===== src/sv/b4d_pkg.sv =====
// Shared types, constants and helper functions of the blocked 4D iterator.
`default_nettype none
package b4d_pkg;

  localparam int CW  = 11;   // coordinate and extent width
  localparam int OW  = 41;   // block-order offset width
  localparam int SDW = 42;   // signed move distance width
  localparam int DVW = 33;   // divisor width (product of up to three extents)
  localparam int MAX_EXTENT = 1024;

  typedef logic [2:0] act_t;
  localparam act_t ACT_REWIND = 3'd0;
  localparam act_t ACT_END    = 3'd1;
  localparam act_t ACT_FWD    = 3'd2;
  localparam act_t ACT_BACK   = 3'd3;
  localparam act_t ACT_MOVE   = 3'd4;
  localparam act_t ACT_SEEK   = 3'd5;

  // Conversion steps from an offset back to coordinates.
  typedef logic [2:0] step_t;
  localparam step_t STEP_TW = 3'd0;   // w tile
  localparam step_t STEP_TZ = 3'd1;   // z tile
  localparam step_t STEP_TY = 3'd2;   // y tile
  localparam step_t STEP_TX = 3'd3;   // x tile
  localparam step_t STEP_IW = 3'd4;   // w inside the tile
  localparam step_t STEP_IZ = 3'd5;   // z inside the tile
  localparam step_t STEP_IY = 3'd6;   // y and x inside the tile

  typedef enum logic [3:0] {
    ST_IDLE, ST_TOT_A, ST_TOT_B, ST_TOT_C, ST_DECIDE, ST_ROUTE,
    ST_DIV_START, ST_DIVIDE, ST_FINISH
  } state_t;

  typedef enum logic [2:0] {
    OP_NONE, OP_TOT_A, OP_TOT_B, OP_TOT_C, OP_DECIDE, OP_DIV_START,
    OP_POST, OP_LOAD_OUT
  } op_t;

  typedef struct packed {
    logic  capture;
    op_t   op;
    step_t step;
  } cmd_t;

  typedef struct packed {
    logic need_conv;
    logic div_done;
  } sts_t;

  // Length of the tile that starts at base along an axis of n elements.
  function automatic logic [2:0] tile_len(input logic [CW-1:0] base,
                                          input logic [CW-1:0] n);
    logic [CW-1:0] room;
    room = n - base;
    tile_len = (room >= CW'(4)) ? 3'd4 : room[2:0];
  endfunction

  function automatic logic [CW-1:0] clamp_ext(input logic [CW-1:0] v);
    logic [CW-1:0] r;
    r = v;
    if (v == '0) r = CW'(1);
    else if ({21'b0, v} > 32'(MAX_EXTENT)) r = CW'(MAX_EXTENT);
    return r;
  endfunction

endpackage
`default_nettype wire


===== src/sv/blocked_4d_iterator_address_gen_unit.sv =====
// Top level of the blocked 4D iterator: controller, datapath and checks.
//
//  Channel | Direction | Handshake            | Word contents
//  --------+-----------+----------------------+--------------------------------------
//  in      | input     | in_valid / in_ready  | action, step_distance, seek_offset
//  out     | output    | out_valid / out_ready| cur_x..cur_w, block_offset, at_end,
//          |           |                      | refused
//  cfg     | input     | cfg_we (no wait)     | cfg_index, cfg_data
//
// One word is processed at a time. A rewind, a jump to the end, a refused
// request or a move that lands on offset zero or on the end marker passes
// from acceptance through the total, decide and route states to the output
// register. Any other move or seek converts the offset back to coordinates
// with seven divisions on one shared restoring divider at one quotient bit
// per cycle. Reset is synchronous and active high; it clears the position and
// sets all extents to one. A finished word waits in the output register while
// the next input word is accepted; a stalled output holds only the final load.
`default_nettype none
module blocked_4d_iterator_address_gen_unit (
  input  wire logic                              clk,
  input  wire logic                              rst,
  input  wire logic                              in_valid,
  output logic                                   in_ready,
  input  wire logic [2:0]                        action,
  input  wire logic signed [b4d_pkg::SDW-1:0]    step_distance,
  input  wire logic [b4d_pkg::OW-1:0]            seek_offset,
  output logic                                   out_valid,
  input  wire logic                              out_ready,
  output logic [b4d_pkg::CW-1:0]                 cur_x,
  output logic [b4d_pkg::CW-1:0]                 cur_y,
  output logic [b4d_pkg::CW-1:0]                 cur_z,
  output logic [b4d_pkg::CW-1:0]                 cur_w,
  output logic [b4d_pkg::OW-1:0]                 block_offset,
  output logic                                   at_end,
  output logic                                   refused,
  input  wire logic                              cfg_we,
  input  wire logic [1:0]                        cfg_index,
  input  wire logic [b4d_pkg::CW-1:0]            cfg_data
);

  b4d_pkg::cmd_t cmd;
  b4d_pkg::sts_t sts;

  // The controller walks each word through total computation, the decision
  // on the target offset and, when needed, the seven conversion divisions.
  b4d_ctrl u_ctrl (
    .clk       (clk),
    .rst       (rst),
    .in_valid  (in_valid),
    .in_ready  (in_ready),
    .out_valid (out_valid),
    .out_ready (out_ready),
    .sts       (sts),
    .cmd       (cmd)
  );

  // The datapath keeps the position together with its block-order offset, so
  // the offset never has to be recomputed from the coordinates.
  b4d_dp u_dp (
    .clk           (clk),
    .rst           (rst),
    .cmd           (cmd),
    .sts           (sts),
    .cfg_we        (cfg_we),
    .cfg_index     (cfg_index),
    .cfg_data      (cfg_data),
    .action        (action),
    .step_distance (step_distance),
    .seek_offset   (seek_offset),
    .cur_x         (cur_x),
    .cur_y         (cur_y),
    .cur_z         (cur_z),
    .cur_w         (cur_w),
    .block_offset  (block_offset),
    .at_end        (at_end),
    .refused       (refused)
  );

  // The end marker always sits at x, y and z equal to zero.
  a_end_marker: assert property (@(posedge clk) disable iff (rst)
    out_valid && at_end |-> cur_x == '0 && cur_y == '0 && cur_z == '0)
    else $error("end marker with nonzero x, y or z");

  // At the end marker w equals an extent, which is never zero.
  a_end_w: assert property (@(posedge clk) disable iff (rst)
    out_valid && at_end |-> cur_w != '0)
    else $error("end marker with zero w");

  // Once a word is taken the block stays busy until it has finished it.
  a_busy_after_accept: assert property (@(posedge clk) disable iff (rst)
    in_valid && in_ready |=> !in_ready)
    else $error("input accepted again while a word is in flight");

  // The divider only reports completion while the controller waits on it.
  a_div_done_in_wait: assert property (@(posedge clk) disable iff (rst)
    sts.div_done |-> !in_ready)
    else $error("divider finished outside a conversion");

endmodule
`default_nettype wire


===== src/sv/b4d_div.sv =====
// Restoring divider, one quotient bit per cycle.
`default_nettype none
module b4d_div (
  input  wire logic                      clk,
  input  wire logic                      rst,
  input  wire logic                      start,
  input  wire logic [b4d_pkg::OW-1:0]    dividend,
  input  wire logic [b4d_pkg::DVW-1:0]   divisor,
  output logic      [b4d_pkg::OW-1:0]    quo,
  output logic      [b4d_pkg::DVW-1:0]   rem,
  output logic                           done
);

  logic [b4d_pkg::DVW-1:0] dsr;
  logic [5:0]              cnt;
  logic                    busy;
  logic [b4d_pkg::DVW:0]   trial;
  logic                    fits;

  assign trial = {rem, quo[b4d_pkg::OW-1]};
  assign fits  = trial >= {1'b0, dsr};

  always_ff @(posedge clk) begin
    if (rst) begin
      busy <= 1'b0;
      done <= 1'b0;
      cnt  <= '0;
    end else if (start) begin
      busy <= 1'b1;
      done <= 1'b0;
      cnt  <= '0;
    end else if (busy) begin
      cnt <= cnt + 6'd1;
      if (cnt == 6'(b4d_pkg::OW - 1)) begin
        busy <= 1'b0;
        done <= 1'b1;
      end
    end else begin
      done <= 1'b0;
    end
  end

  always_ff @(posedge clk) begin
    if (start) begin
      quo <= dividend;
      rem <= '0;
      dsr <= divisor;
    end else if (busy) begin
      quo <= {quo[b4d_pkg::OW-2:0], fits};
      rem <= fits ? b4d_pkg::DVW'(trial - {1'b0, dsr}) : trial[b4d_pkg::DVW-1:0];
    end
  end

endmodule
`default_nettype wire


===== src/sv/b4d_ctrl.sv =====
// Controller state machine that sequences one word through the datapath.
`default_nettype none
module b4d_ctrl (
  input  wire logic          clk,
  input  wire logic          rst,
  input  wire logic          in_valid,
  output logic               in_ready,
  output logic               out_valid,
  input  wire logic          out_ready,
  input  wire b4d_pkg::sts_t sts,
  output b4d_pkg::cmd_t      cmd
);

  b4d_pkg::state_t state, state_next;
  b4d_pkg::step_t  step, step_next;
  logic            out_valid_next;

  always_ff @(posedge clk) begin
    if (rst) begin
      state     <= b4d_pkg::ST_IDLE;
      step      <= b4d_pkg::STEP_TW;
      out_valid <= 1'b0;
    end else begin
      state     <= state_next;
      step      <= step_next;
      out_valid <= out_valid_next;
    end
  end

  always_comb begin
    state_next     = state;
    step_next      = step;
    out_valid_next = out_valid && !out_ready;
    in_ready       = 1'b0;
    cmd.capture    = 1'b0;
    cmd.op         = b4d_pkg::OP_NONE;
    cmd.step       = step;
    unique case (state)
      b4d_pkg::ST_IDLE: begin
        in_ready = 1'b1;
        if (in_valid) begin
          cmd.capture = 1'b1;
          state_next  = b4d_pkg::ST_TOT_A;
        end
      end
      b4d_pkg::ST_TOT_A: begin
        cmd.op     = b4d_pkg::OP_TOT_A;
        state_next = b4d_pkg::ST_TOT_B;
      end
      b4d_pkg::ST_TOT_B: begin
        cmd.op     = b4d_pkg::OP_TOT_B;
        state_next = b4d_pkg::ST_TOT_C;
      end
      b4d_pkg::ST_TOT_C: begin
        cmd.op     = b4d_pkg::OP_TOT_C;
        state_next = b4d_pkg::ST_DECIDE;
      end
      b4d_pkg::ST_DECIDE: begin
        cmd.op     = b4d_pkg::OP_DECIDE;
        state_next = b4d_pkg::ST_ROUTE;
      end
      b4d_pkg::ST_ROUTE: begin
        step_next  = b4d_pkg::STEP_TW;
        state_next = sts.need_conv ? b4d_pkg::ST_DIV_START : b4d_pkg::ST_FINISH;
      end
      b4d_pkg::ST_DIV_START: begin
        cmd.op     = b4d_pkg::OP_DIV_START;
        state_next = b4d_pkg::ST_DIVIDE;
      end
      b4d_pkg::ST_DIVIDE: begin
        if (sts.div_done) begin
          cmd.op = b4d_pkg::OP_POST;
          if (step == b4d_pkg::STEP_IY) begin
            state_next = b4d_pkg::ST_FINISH;
          end else begin
            step_next  = step + 3'd1;
            state_next = b4d_pkg::ST_DIV_START;
          end
        end
      end
      b4d_pkg::ST_FINISH: begin
        if (!out_valid || out_ready) begin
          cmd.op         = b4d_pkg::OP_LOAD_OUT;
          out_valid_next = 1'b1;
          state_next     = b4d_pkg::ST_IDLE;
        end
      end
      default: state_next = b4d_pkg::ST_IDLE;
    endcase
  end

endmodule
`default_nettype wire


===== src/sv/b4d_dp.sv =====
// Datapath: extents, position, offset arithmetic and the output register.
`default_nettype none
module b4d_dp (
  input  wire logic                        clk,
  input  wire logic                        rst,
  input  wire b4d_pkg::cmd_t               cmd,
  output b4d_pkg::sts_t                    sts,
  input  wire logic                        cfg_we,
  input  wire logic [1:0]                  cfg_index,
  input  wire logic [b4d_pkg::CW-1:0]      cfg_data,
  input  wire logic [2:0]                  action,
  input  wire logic signed [b4d_pkg::SDW-1:0] step_distance,
  input  wire logic [b4d_pkg::OW-1:0]      seek_offset,
  output logic [b4d_pkg::CW-1:0]           cur_x,
  output logic [b4d_pkg::CW-1:0]           cur_y,
  output logic [b4d_pkg::CW-1:0]           cur_z,
  output logic [b4d_pkg::CW-1:0]           cur_w,
  output logic [b4d_pkg::OW-1:0]           block_offset,
  output logic                             at_end,
  output logic                             refused
);

  localparam int CW  = b4d_pkg::CW;
  localparam int OW  = b4d_pkg::OW;
  localparam int DVW = b4d_pkg::DVW;

  logic [CW-1:0]  ext_x, ext_y, ext_z, ext_w;
  logic [CW-1:0]  pos_x, pos_y, pos_z, pos_w;
  logic [CW-1:0]  bx, by, bz, bw;
  logic [2:0]     sx, sy, sz, sw;
  logic [OW-1:0]  cur_off, total, seek, p;
  logic [21:0]    nxy;
  logic [DVW-1:0] nxyz;
  logic [43:0]    tot_full;
  b4d_pkg::act_t  act;
  logic signed [b4d_pkg::SDW-1:0] delta;
  logic           refused_r, need_conv;

  logic [OW-1:0]  div_q;
  logic [DVW-1:0] div_r;
  logic           div_done;
  logic [DVW-1:0] dv;
  logic [CW-1:0]  q, qb, qe;
  logic [2:0]     qlen;
  logic [OW-1:0]  prem;
  logic [CW-1:0]  cfg_v;

  logic signed [OW+1:0] sum;
  logic           mv, ref_c;
  logic [OW-1:0]  mtgt;

  assign cfg_v    = b4d_pkg::clamp_ext(cfg_data);
  assign tot_full = 44'(nxyz) * 44'(ext_w);
  assign sts.need_conv = need_conv;
  assign sts.div_done  = div_done;

  // Divisor of each conversion step.
  always_comb begin
    case (cmd.step)
      b4d_pkg::STEP_TW: dv = nxyz;
      b4d_pkg::STEP_TZ: dv = DVW'(nxy) * DVW'(sw);
      b4d_pkg::STEP_TY: dv = DVW'(ext_x) * DVW'(sz) * DVW'(sw);
      b4d_pkg::STEP_TX: dv = DVW'(sy) * DVW'(sz) * DVW'(sw);
      b4d_pkg::STEP_IW: dv = DVW'(sx) * DVW'(sy) * DVW'(sz);
      b4d_pkg::STEP_IZ: dv = DVW'(sx) * DVW'(sy);
      default:          dv = DVW'(sx);
    endcase
  end

  // Tile base, tile length and the remainder left after removing whole tiles.
  always_comb begin
    q  = div_q[CW-1:0];
    qb = {q[CW-1:2], 2'b00};
    case (cmd.step)
      b4d_pkg::STEP_TW: qe = ext_w;
      b4d_pkg::STEP_TZ: qe = ext_z;
      b4d_pkg::STEP_TY: qe = ext_y;
      default:          qe = ext_x;
    endcase
    qlen = b4d_pkg::tile_len(qb, qe);
    prem = OW'(div_r) + (q[0] ? OW'(dv) : '0) + (q[1] ? (OW'(dv) << 1) : '0);
  end

  // Target offset of the requested action.
  always_comb begin
    sum   = $signed({2'b00, cur_off}) + $signed({delta[b4d_pkg::SDW-1], delta});
    mv    = 1'b0;
    ref_c = 1'b0;
    mtgt  = cur_off;
    case (act)
      b4d_pkg::ACT_REWIND: begin
        mv   = 1'b1;
        mtgt = '0;
      end
      b4d_pkg::ACT_END: begin
        mv   = 1'b1;
        mtgt = total;
      end
      b4d_pkg::ACT_FWD: begin
        if (cur_off >= total) ref_c = 1'b1;
        else begin
          mv   = 1'b1;
          mtgt = cur_off + OW'(1);
        end
      end
      b4d_pkg::ACT_BACK: begin
        if (cur_off == '0) ref_c = 1'b1;
        else begin
          mv   = 1'b1;
          mtgt = cur_off - OW'(1);
        end
      end
      b4d_pkg::ACT_MOVE: begin
        if (sum[OW+1] || (sum[OW:0] > {1'b0, total})) ref_c = 1'b1;
        else begin
          mv   = 1'b1;
          mtgt = sum[OW-1:0];
        end
      end
      b4d_pkg::ACT_SEEK: begin
        if (seek > total) ref_c = 1'b1;
        else begin
          mv   = 1'b1;
          mtgt = seek;
        end
      end
      default: ;
    endcase
  end

  b4d_div u_div (
    .clk      (clk),
    .rst      (rst),
    .start    (cmd.op == b4d_pkg::OP_DIV_START),
    .dividend (p),
    .divisor  (dv),
    .quo      (div_q),
    .rem      (div_r),
    .done     (div_done)
  );

  // Architectural state: extents, position and its offset.
  always_ff @(posedge clk) begin
    if (rst) begin
      ext_x     <= CW'(1);
      ext_y     <= CW'(1);
      ext_z     <= CW'(1);
      ext_w     <= CW'(1);
      pos_x     <= '0;
      pos_y     <= '0;
      pos_z     <= '0;
      pos_w     <= '0;
      cur_off   <= '0;
      need_conv <= 1'b0;
    end else if (cfg_we) begin
      case (cfg_index)
        2'd0:    ext_x <= cfg_v;
        2'd1:    ext_y <= cfg_v;
        2'd2:    ext_z <= cfg_v;
        default: ext_w <= cfg_v;
      endcase
      pos_x   <= '0;
      pos_y   <= '0;
      pos_z   <= '0;
      pos_w   <= '0;
      cur_off <= '0;
    end else if (cmd.op == b4d_pkg::OP_DECIDE) begin
      need_conv <= 1'b0;
      if (mv) begin
        cur_off <= mtgt;
        if (mtgt == total) begin
          pos_x <= '0;
          pos_y <= '0;
          pos_z <= '0;
          pos_w <= ext_w;
        end else if (mtgt == '0) begin
          pos_x <= '0;
          pos_y <= '0;
          pos_z <= '0;
          pos_w <= '0;
        end else begin
          need_conv <= 1'b1;
        end
      end
    end else if (cmd.op == b4d_pkg::OP_POST) begin
      case (cmd.step)
        b4d_pkg::STEP_IW: pos_w <= bw + q;
        b4d_pkg::STEP_IZ: pos_z <= bz + q;
        b4d_pkg::STEP_IY: begin
          pos_y <= by + q;
          pos_x <= bx + CW'(div_r);
        end
        default: ;
      endcase
    end
  end

  // Working registers of one word.
  always_ff @(posedge clk) begin
    if (cmd.capture) begin
      act   <= action;
      delta <= step_distance;
      seek  <= seek_offset;
    end
    case (cmd.op)
      b4d_pkg::OP_TOT_A: nxy <= 22'(ext_x) * 22'(ext_y);
      b4d_pkg::OP_TOT_B: nxyz <= DVW'(nxy) * DVW'(ext_z);
      b4d_pkg::OP_TOT_C: total <= tot_full[OW-1:0];
      b4d_pkg::OP_DECIDE: begin
        refused_r <= ref_c;
        p         <= mtgt;
      end
      b4d_pkg::OP_POST: begin
        case (cmd.step)
          b4d_pkg::STEP_TW: begin
            bw <= qb;
            sw <= qlen;
            p  <= prem;
          end
          b4d_pkg::STEP_TZ: begin
            bz <= qb;
            sz <= qlen;
            p  <= prem;
          end
          b4d_pkg::STEP_TY: begin
            by <= qb;
            sy <= qlen;
            p  <= prem;
          end
          b4d_pkg::STEP_TX: begin
            bx <= qb;
            sx <= qlen;
            p  <= prem;
          end
          default: p <= OW'(div_r);
        endcase
      end
      b4d_pkg::OP_LOAD_OUT: begin
        cur_x        <= pos_x;
        cur_y        <= pos_y;
        cur_z        <= pos_z;
        cur_w        <= pos_w;
        block_offset <= cur_off;
        at_end       <= pos_w >= ext_w;
        refused      <= refused_r;
      end
      default: ;
    endcase
  end

endmodule
`default_nettype wire


===== config.mk =====
export PLATFORM = sky130hd
export DESIGN_NAME = blocked_4d_iterator_address_gen_unit
export DESIGN_NICKNAME = d
export VERILOG_FILES = /design/src/sv/b4d_pkg.sv /design/src/sv/blocked_4d_iterator_address_gen_unit.sv /design/src/sv/b4d_div.sv /design/src/sv/b4d_ctrl.sv /design/src/sv/b4d_dp.sv
export SDC_FILE = /design/constraint.sdc
export NUM_CORES = 2
export LEC_CHECK = 0
export BUFFER_PORTS_ARGS = -buffer_cell sky130_fd_sc_hd__buf_2
export CAP_MARGIN = 40
export CORE_MARGIN = 3
export CORE_UTILIZATION = 50
export DETAILED_ROUTE_END_ITERATION = 12
export PLACE_DENSITY = 0.66
export RECOVER_POWER = 100
export SLEW_MARGIN = 20
export SYNTH_ARGS = -nofsm -noshare
export SYNTH_HDL_FRONTEND = slang
export SYNTH_HIERARCHICAL = 1
export SYNTH_SLANG_ARGS = --single-unit

===== constraint.sdc =====
create_clock -name clk -period 9.6 [get_ports clk]
set_clock_uncertainty 0.15 [all_clocks]
set_input_delay 1.44 -clock clk [delete_from_list [all_inputs] [get_ports clk]]
set_output_delay 1.44 -clock clk [all_outputs]
set_load 0.01 [all_outputs]

# Word level (Yosys, flattened, before mapping)
# Cells that the tools add are included.
# W data, S select, Z words.
# word_totals
reg_bits,612
inputBits,104
output_inout_bits,89
word_cells,217
# op_classes
add_sub_neg,13
multipliers,10
n_lt_le_gt_ge,7
n_eq_ne,36
n_mux,67
bitwise,3
n_reduce_logical,39
# ops
op,n
$mux W41,7
$pmux W41 S6,1
$mux W11,19
$pmux W33 S6,1
$logic_not A41 Y1,2
$pmux W41 S2,1
$mux W33,2
$add A11 B11 Y11,4
$add A42 B42 Y43,1
$gt A42 B41 Y1,1
$add A41 B1 Y41 const B,1
$add A41 B41 Y41,1
$eq A41 B41 Y1,1
$ge A41 B41 Y1,1
$gt A41 B41 Y1,1
$mul A33 B11 Y41,1
$sub A41 B1 Y41 const B,1
$pmux W4 S9,1
$add A33 B33 Y34,1
$ge A34 B33 Y1,1
$mux W34,1
$mul A22 B11 Y33,1
$pmux W11 S3,1
$sub A33 B33 Y33,1
other kinds (47),122

# Longest topological paths before layout
# logic_depth
depth_word,10
ltp_mapped,45

# By module
# Netlist, hierarchy kept.
# modules_own_cells
mod,instances,cells_per_inst,area_per_inst_um2,seq_area_each_um2
b4d_dp,1,6378,58008.1,13382.8
b4d_div,1,629,6423.7,3042.9
b4d_ctrl,1,70,559.3,160.2

# Least setup slack after synthesis
# No wires, ideal clock.
# synth_path
path_type,register to register
start,reg u_dp.ext_x[0]
end,reg u_dp.p[33] (data pin)
t_arrival_ns,8.420
required_ns,9.182
path_slack_ns,0.762
path_stages_with_launch,44
path_buffers,1
path_cell_list,dfxtp_1 > clkbuf_1 > nand2_1 > fa_1 > inv_1 > ha_1 > inv_1 > fa_1 > inv_1 > a21oi_1 > o21ai_0 > a21oi_1 > o21ai_0 > a21oi_1 > o21bai_1 > xor2_1 > nand2_1 > fa_1 > (+8 left out) > nor2_1 > a221o_1 > and2_1 > fa_1 > ha_1 > a21oi_1 > nor2b_1 > inv_1 > or3_1 > o211ai_1 > and3_1 > nor3_1 > a41oi_1 > a21oi_1 > a41o_1 > o41a_1 > xnor2_1 > o31ai_1
# synth_between
elab_chain_cells,8
# synth_lines
item,line,rtl
"start, declared",b4d_dp.sv:27,"logic [CW-1:0] ext_x, ext_y, ext_z, ext_w;"
"start signal, assigned",b4d_dp.sv:157,2'd0: ext_x <= cfg_v;
$mul A11 B3 Y14 *,b4d_dp.sv:62,b4d_pkg::STEP_TY: dv = DVW'(ext_x) * DVW'(sz) * DVW'(sw);
$mul A14 B3 Y17 *,b4d_dp.sv:62,
$pmux W33 S6 *,b4d_dp.sv:59,case (cmd.step)
net u_dp.dv[15],b4d_dp.sv:42,logic [DVW-1:0] dv;
$mux W33,b4d_dp.sv:81,prem = OW'(div_r) + (q[0] ? OW'(dv) : '0) + (q[1] ? (OW'(dv) << 1) : '0);
$add A33 B33 Y34,b4d_dp.sv:81,
$add A41 B41 Y41 *,b4d_dp.sv:81,
$mux W41 *,b4d_dp.sv:214,case (cmd.step)
$pmux W41 S2 *,b4d_dp.sv:205,case (cmd.op)
"end signal, assigned",b4d_dp.sv:211,p <= mtgt;
"end signal, assigned",b4d_dp.sv:218,p <= prem;
"end signal, assigned",b4d_dp.sv:223,p <= prem;
"end, declared",b4d_dp.sv:31,"logic [OW-1:0] cur_off, total, seek, p;"
# Mark *: on every way through the listed nets, which the timed path passes. The rest lies on a longest branch.
# A chain may end at the register's enable or synchronous reset.

# Worst setup path after layout
# layout_path
start,reg u_dp/delta[1] in the netlist's numbering
end,reg u_dp.pos_x[8]
# layout_between
elab_chain_cells,9
# layout_lines
item,line,rtl
"start, declared",b4d_dp.sv:36,logic signed [b4d_pkg::SDW-1:0] delta;
"start signal, assigned",b4d_dp.sv:202,delta <= step_distance;
$add A42 B42 Y43 *,b4d_dp.sv:86,"sum = $signed({2'b00, cur_off}) + $signed({delta[b4d_pkg::SDW-1], delta});"
$gt A42 B41 Y1,b4d_dp.sv:114,"if (sum[OW+1] || (sum[OW:0] > {1'b0, total})) ref_c = 1'b1;"
$logic_or A1 B1 Y1,b4d_dp.sv:114,
$mux W41,b4d_dp.sv:114,
$pmux W41 S6,b4d_dp.sv:90,case (act)
$eq A41 B41 Y1,b4d_dp.sv:171,if (mtgt == total) begin
$mux W11,b4d_dp.sv:171,
$mux W11,b4d_dp.sv:169,if (mv) begin
$mux W11,b4d_dp.sv:167,end else if (cmd.op == b4d_pkg::OP_DECIDE) begin
"end signal, assigned",b4d_dp.sv:191,pos_x <= bx + CW'(div_r);
"end, declared",b4d_dp.sv:28,"logic [CW-1:0] pos_x, pos_y, pos_z, pos_w;"
# Every way passes the cells marked *; elsewhere a longest branch is shown, timed or not. The select of a mux whose other input is x is not followed.

==> flow_summary_export.csv <==
group,metric,value,unit
power,power.density,130.5,nW/µm²
yosys,synthXorXnorAreaFrac,0.04124,
yosys,synth_compound_area_frac,0.1429,
timing,hold_viol,0,
power,p_comb_frac,0.327,
grt,grt_use_met3,0.06684,
setup_path,slowest_delay,600,ps
grt,top_usage_layer,"met2",
clocking,cts_max_level,3,
place,dp_hpwl,168300,µm
yosys,synth_top_family_by_area,"adder cells",
route,routedWlPerCell,24.16,µm
yosys,synthAdderAreaFrac,0.3039,
yosys,synthFlopType,"edfxtp_1",
clocking,root_buffer,"clkbuf_16",
yosys,async_flop_share,0,
yosys,ys_types,112,
floorplan,die_w,366.5,µm
yosys,synth_area,64990,µm²
power,p_int,5.836,mW
worst_hold_path,min_path_type,"reg2reg",
grt,antenna_found_initial,5,
yosys,synth_edf_count,433,
grt,grt_max_degree,69,
timing,period_share,0.9722,
setup_path,cp_slowest_cell,"or4_1",
setup_path,cp_data_required_time,10030,ps
grt,grt_util_met2,0.4751,
yosys,muxShareOfSynthArea,0.01365,
clocking,numClockSinks,612,
clocking,path_clk_slew,60,ps
floorplan,initial_utilization,0.5064,
setup_path,r2r_end,"u_dp/pos_x[8]",
grt,grtUsageTotal,0.3188,
finish,layout.cells.non_filler,8999,
power,max-vdd-ir-drop,0.0001217,V
place,dpl.cell_count,8847,
route,detail_route.first_pass.iterations,9,
run_status,outcome,"finished, violations left",
yosys,syn_avg_cell_area,9.183,µm²
setup_path,r2r_slack,270,ps
floorplan,dieHeight,366.5,µm
finish,areaGrowthSynthToFinish,8.758,%
yosys,synth_most_common_cell,"nand2_1",
yosys,netlist_instances,7077,
yosys,synth_top_area_frac,0.2001,
timing,setup_viol,0,
finish,drive_above_1_share,0.07101,
setup_path,critPathMaxFanout,22,
place,gp_congestion,1.034,
floorplan,die-area,134300,µm²
route,via_per_inst,6.075,
timing,slew_headroom,-1.171,
yosys,yosysSeqAreaShare,0.2552,
grt,grt_pass1_vias,53890,
yosys,synth_largest_area_cell,"edfxtp_1",
grt,use_met1,0.4419,
power,p_switching,3.389,mW
clocking,cts_buffers,74,
clocking,clk_latency,700,ps
setup_path,crit_end,"u_dp/pos_x[8]",
clocking,postCtsHoldBufs,0,
setup_path,crit_path_end_kind,"register",
setup_path,crit_type,"reg2reg",
route,drc,0,
place,io_buffers,192,
grt,grt.overflow.total,0,
job,max_cap_violations,13,
route,routed_wl,217400,µm
timing,fmax,107.1,MHz
yosys,synth_common_cells,"nand2_1 (1,037), inv_1 (750), fa_1 (633)",
power,p_sw_frac,0.3674,
setup_path,arrival,9760,ps
finish,nets,8508,
yosys,synthSimpleGateAreaFrac,0.1776,
yosys,synth_seq_cells,612,
clocking,cts_tree,"done",
power,power_leakage,29.31,nW
route,ant_nets,0,
setup_path,reg2reg_depth,30,
clocking,cts_buffer_depth,3,
grt,grt_pass1_wl,329900,µm
yosys,yosys-top-cells-area,"edfxtp_1 (20%), fa_1 (19%), ha_1 (11%)",
setup_path,crit-reg2reg-launch,"u_dp/delta[1]",
timing,report.final.slew_viol_count,551,
timing,setup_ws,266.9,ps
route,drt_iter0_drc,5728,
setup_path,crit_top_cell,"buf_4",
timing,fin_crit,9333,ps
floorplan,core,128300,µm²
floorplan,fp-row-count,131,
run_status,violations,"capacitance limit, slew limit",
timing,worst_slew_pin_slew,3256,ps
power,seqPwrFrac,0.361,
yosys,syn-num-nets,8380,
power,p_clk_frac,0.312,
place,post-place-ws,184.4,ps
route,vias,54670,
floorplan,io-pin-count,193,
yosys,yosysWarnings,6,
setup_path,crit_start,"u_dp/delta[1]",
setup_path,start_kind,"register",
-- flip-flops by register name, summed over array words and instances, names as in the netlist, 22 cells and up --
| signal | flops |
|---|---|
| u_dp/block_offset | 41 |
| u_dp/cur_off | 41 |
| u_dp/delta | 42 |
| u_dp/nxy | 22 |
| u_dp/nxyz | 33 |
| u_dp/p | 41 |
| u_dp/seek | 41 |
| u_dp/total | 41 |
| u_dp/u_div/dsr | 33 |
| u_dp/u_div/quo | 41 |
| u_dp/u_div/rem | 33 |
-- layout make-up --
cell class              count  area, µm²
repair buffers            414       2322
flip-flops and latches    612      16590
clock buffers              97       2052
clock inverters            41      431.7
inverters                 754       2830
diodes                      3      7.507
fillers                 11590      57660
well taps                1729       2163
multi-input cells        5349      44290
-- power groups by stage --
| stage | Combinational, mW | Clock, mW | Sequential (mW) |
|---|---|---|---|
| CTS | 2.95 | 2.95 | 3.32 |
| global route | 3.34 | 3.04 | 3.34 |
| floorplan | 2.22 | 0 | 3.16 |
| finish | 3.02 | 2.88 | 3.33 |
| detailed placement | 2.92 | 0 | 3.37 |
| global placement | 2.85 | 0 | 3.37 |
-- cell usage in the layout, fill, tap and decap left out, types with 23 or more instances in the layout --
cell type and instances:
nand2_1 1036, inv_1 750, fa_1 633, ha_1 566, edfxtp_1 433, a21oi_1 368
nor2_1 331, and2_1 331, xnor2_1 212, o21ai_0 185, clkbuf_1 182, dfxtp_1 176
buf_4 132, nor3_1 117, nand3_1 114, a211oi_1 109, a21o_1 106, buf_2 101
xor2_1 93, clkbuf_16 77, and3_1 77, nor2b_1 75, nand4_1 66, nand2b_1 56
o21a_1 54, o21bai_1 53, o211ai_1 51, mux2_2 48, a22o_1 42, nor4_1 35
or3_1 32, a31oi_1 31, mux2i_1 29, a221oi_1 25, a311oi_1 24, a22oi_1 23
-- worst min path at each step --
stage,depth (start not counted),from,end
after CTS,0,u_dp/pos_y[2],u_dp/cur_y[2]
after detailed placement,0,u_dp/pos_y[7],u_dp/cur_y[7]
after global placement,0,u_dp/pos_x[8],u_dp/cur_x[8]
after global routing,0,u_dp/pos_y[1],u_dp/cur_y[1]
final,0,u_dp/pos_y[2],u_dp/cur_y[2]
after floorplan,0,u_dp/refused_r,u_dp/refused
-- cell families (layout without fill, tap and decap cells) --
logic type      count (synthesis)  in the layout
mux                            81             81
fa+ha+maj                    1199           1199
buf+inv                      1116           1306
flops                         612            612
compound gates               1361           1361
xor+xnor                      306            306
other cells                     0              3
simple gates                 2402           2402
-- stage by stage --
step	utilization	hold WS (ps)	total power [mW]	area (µm²)	TNS (ps)
after floorplan	-	250.3	5.379	64990	0
after global placement	0.5321	276.4	6.219	68290	0
after detailed placement	0.5334	272.0	6.291	68460	0
after CTS	0.5528	287.4	9.207	70940	0
after global routing	0.5507	296.7	9.723	70680	-11.81
final	0.5507	285.3	9.226	70680	0
-- timing repair --
item | 4_1_cts | 5_1_grt
setup buffers | 0 | 1
endpoints found under the setup margin | 0 | 9
gates resized for setup | 0 | 23
-- worst max-delay path, delay by kind of cell (launching register included) --
family,cells,cell delay [ps]
buffers and inverters,5,1180
adders and majority gates,2,640
xor gates and xnor gates,2,670
DFF,1,400
and+or+nand+nor,7,2180
AOI/OAI and AO/OA,14,3960
-- per-layer routing --
layer  part of all wire  vias to the layer above
met2               0.43                     2703
met3              0.099                      513
met5            0.00022                        -
li1                   -                    24520
met1               0.42                    26930
met4              0.056                        4
(Power assumes the default switching activity.)
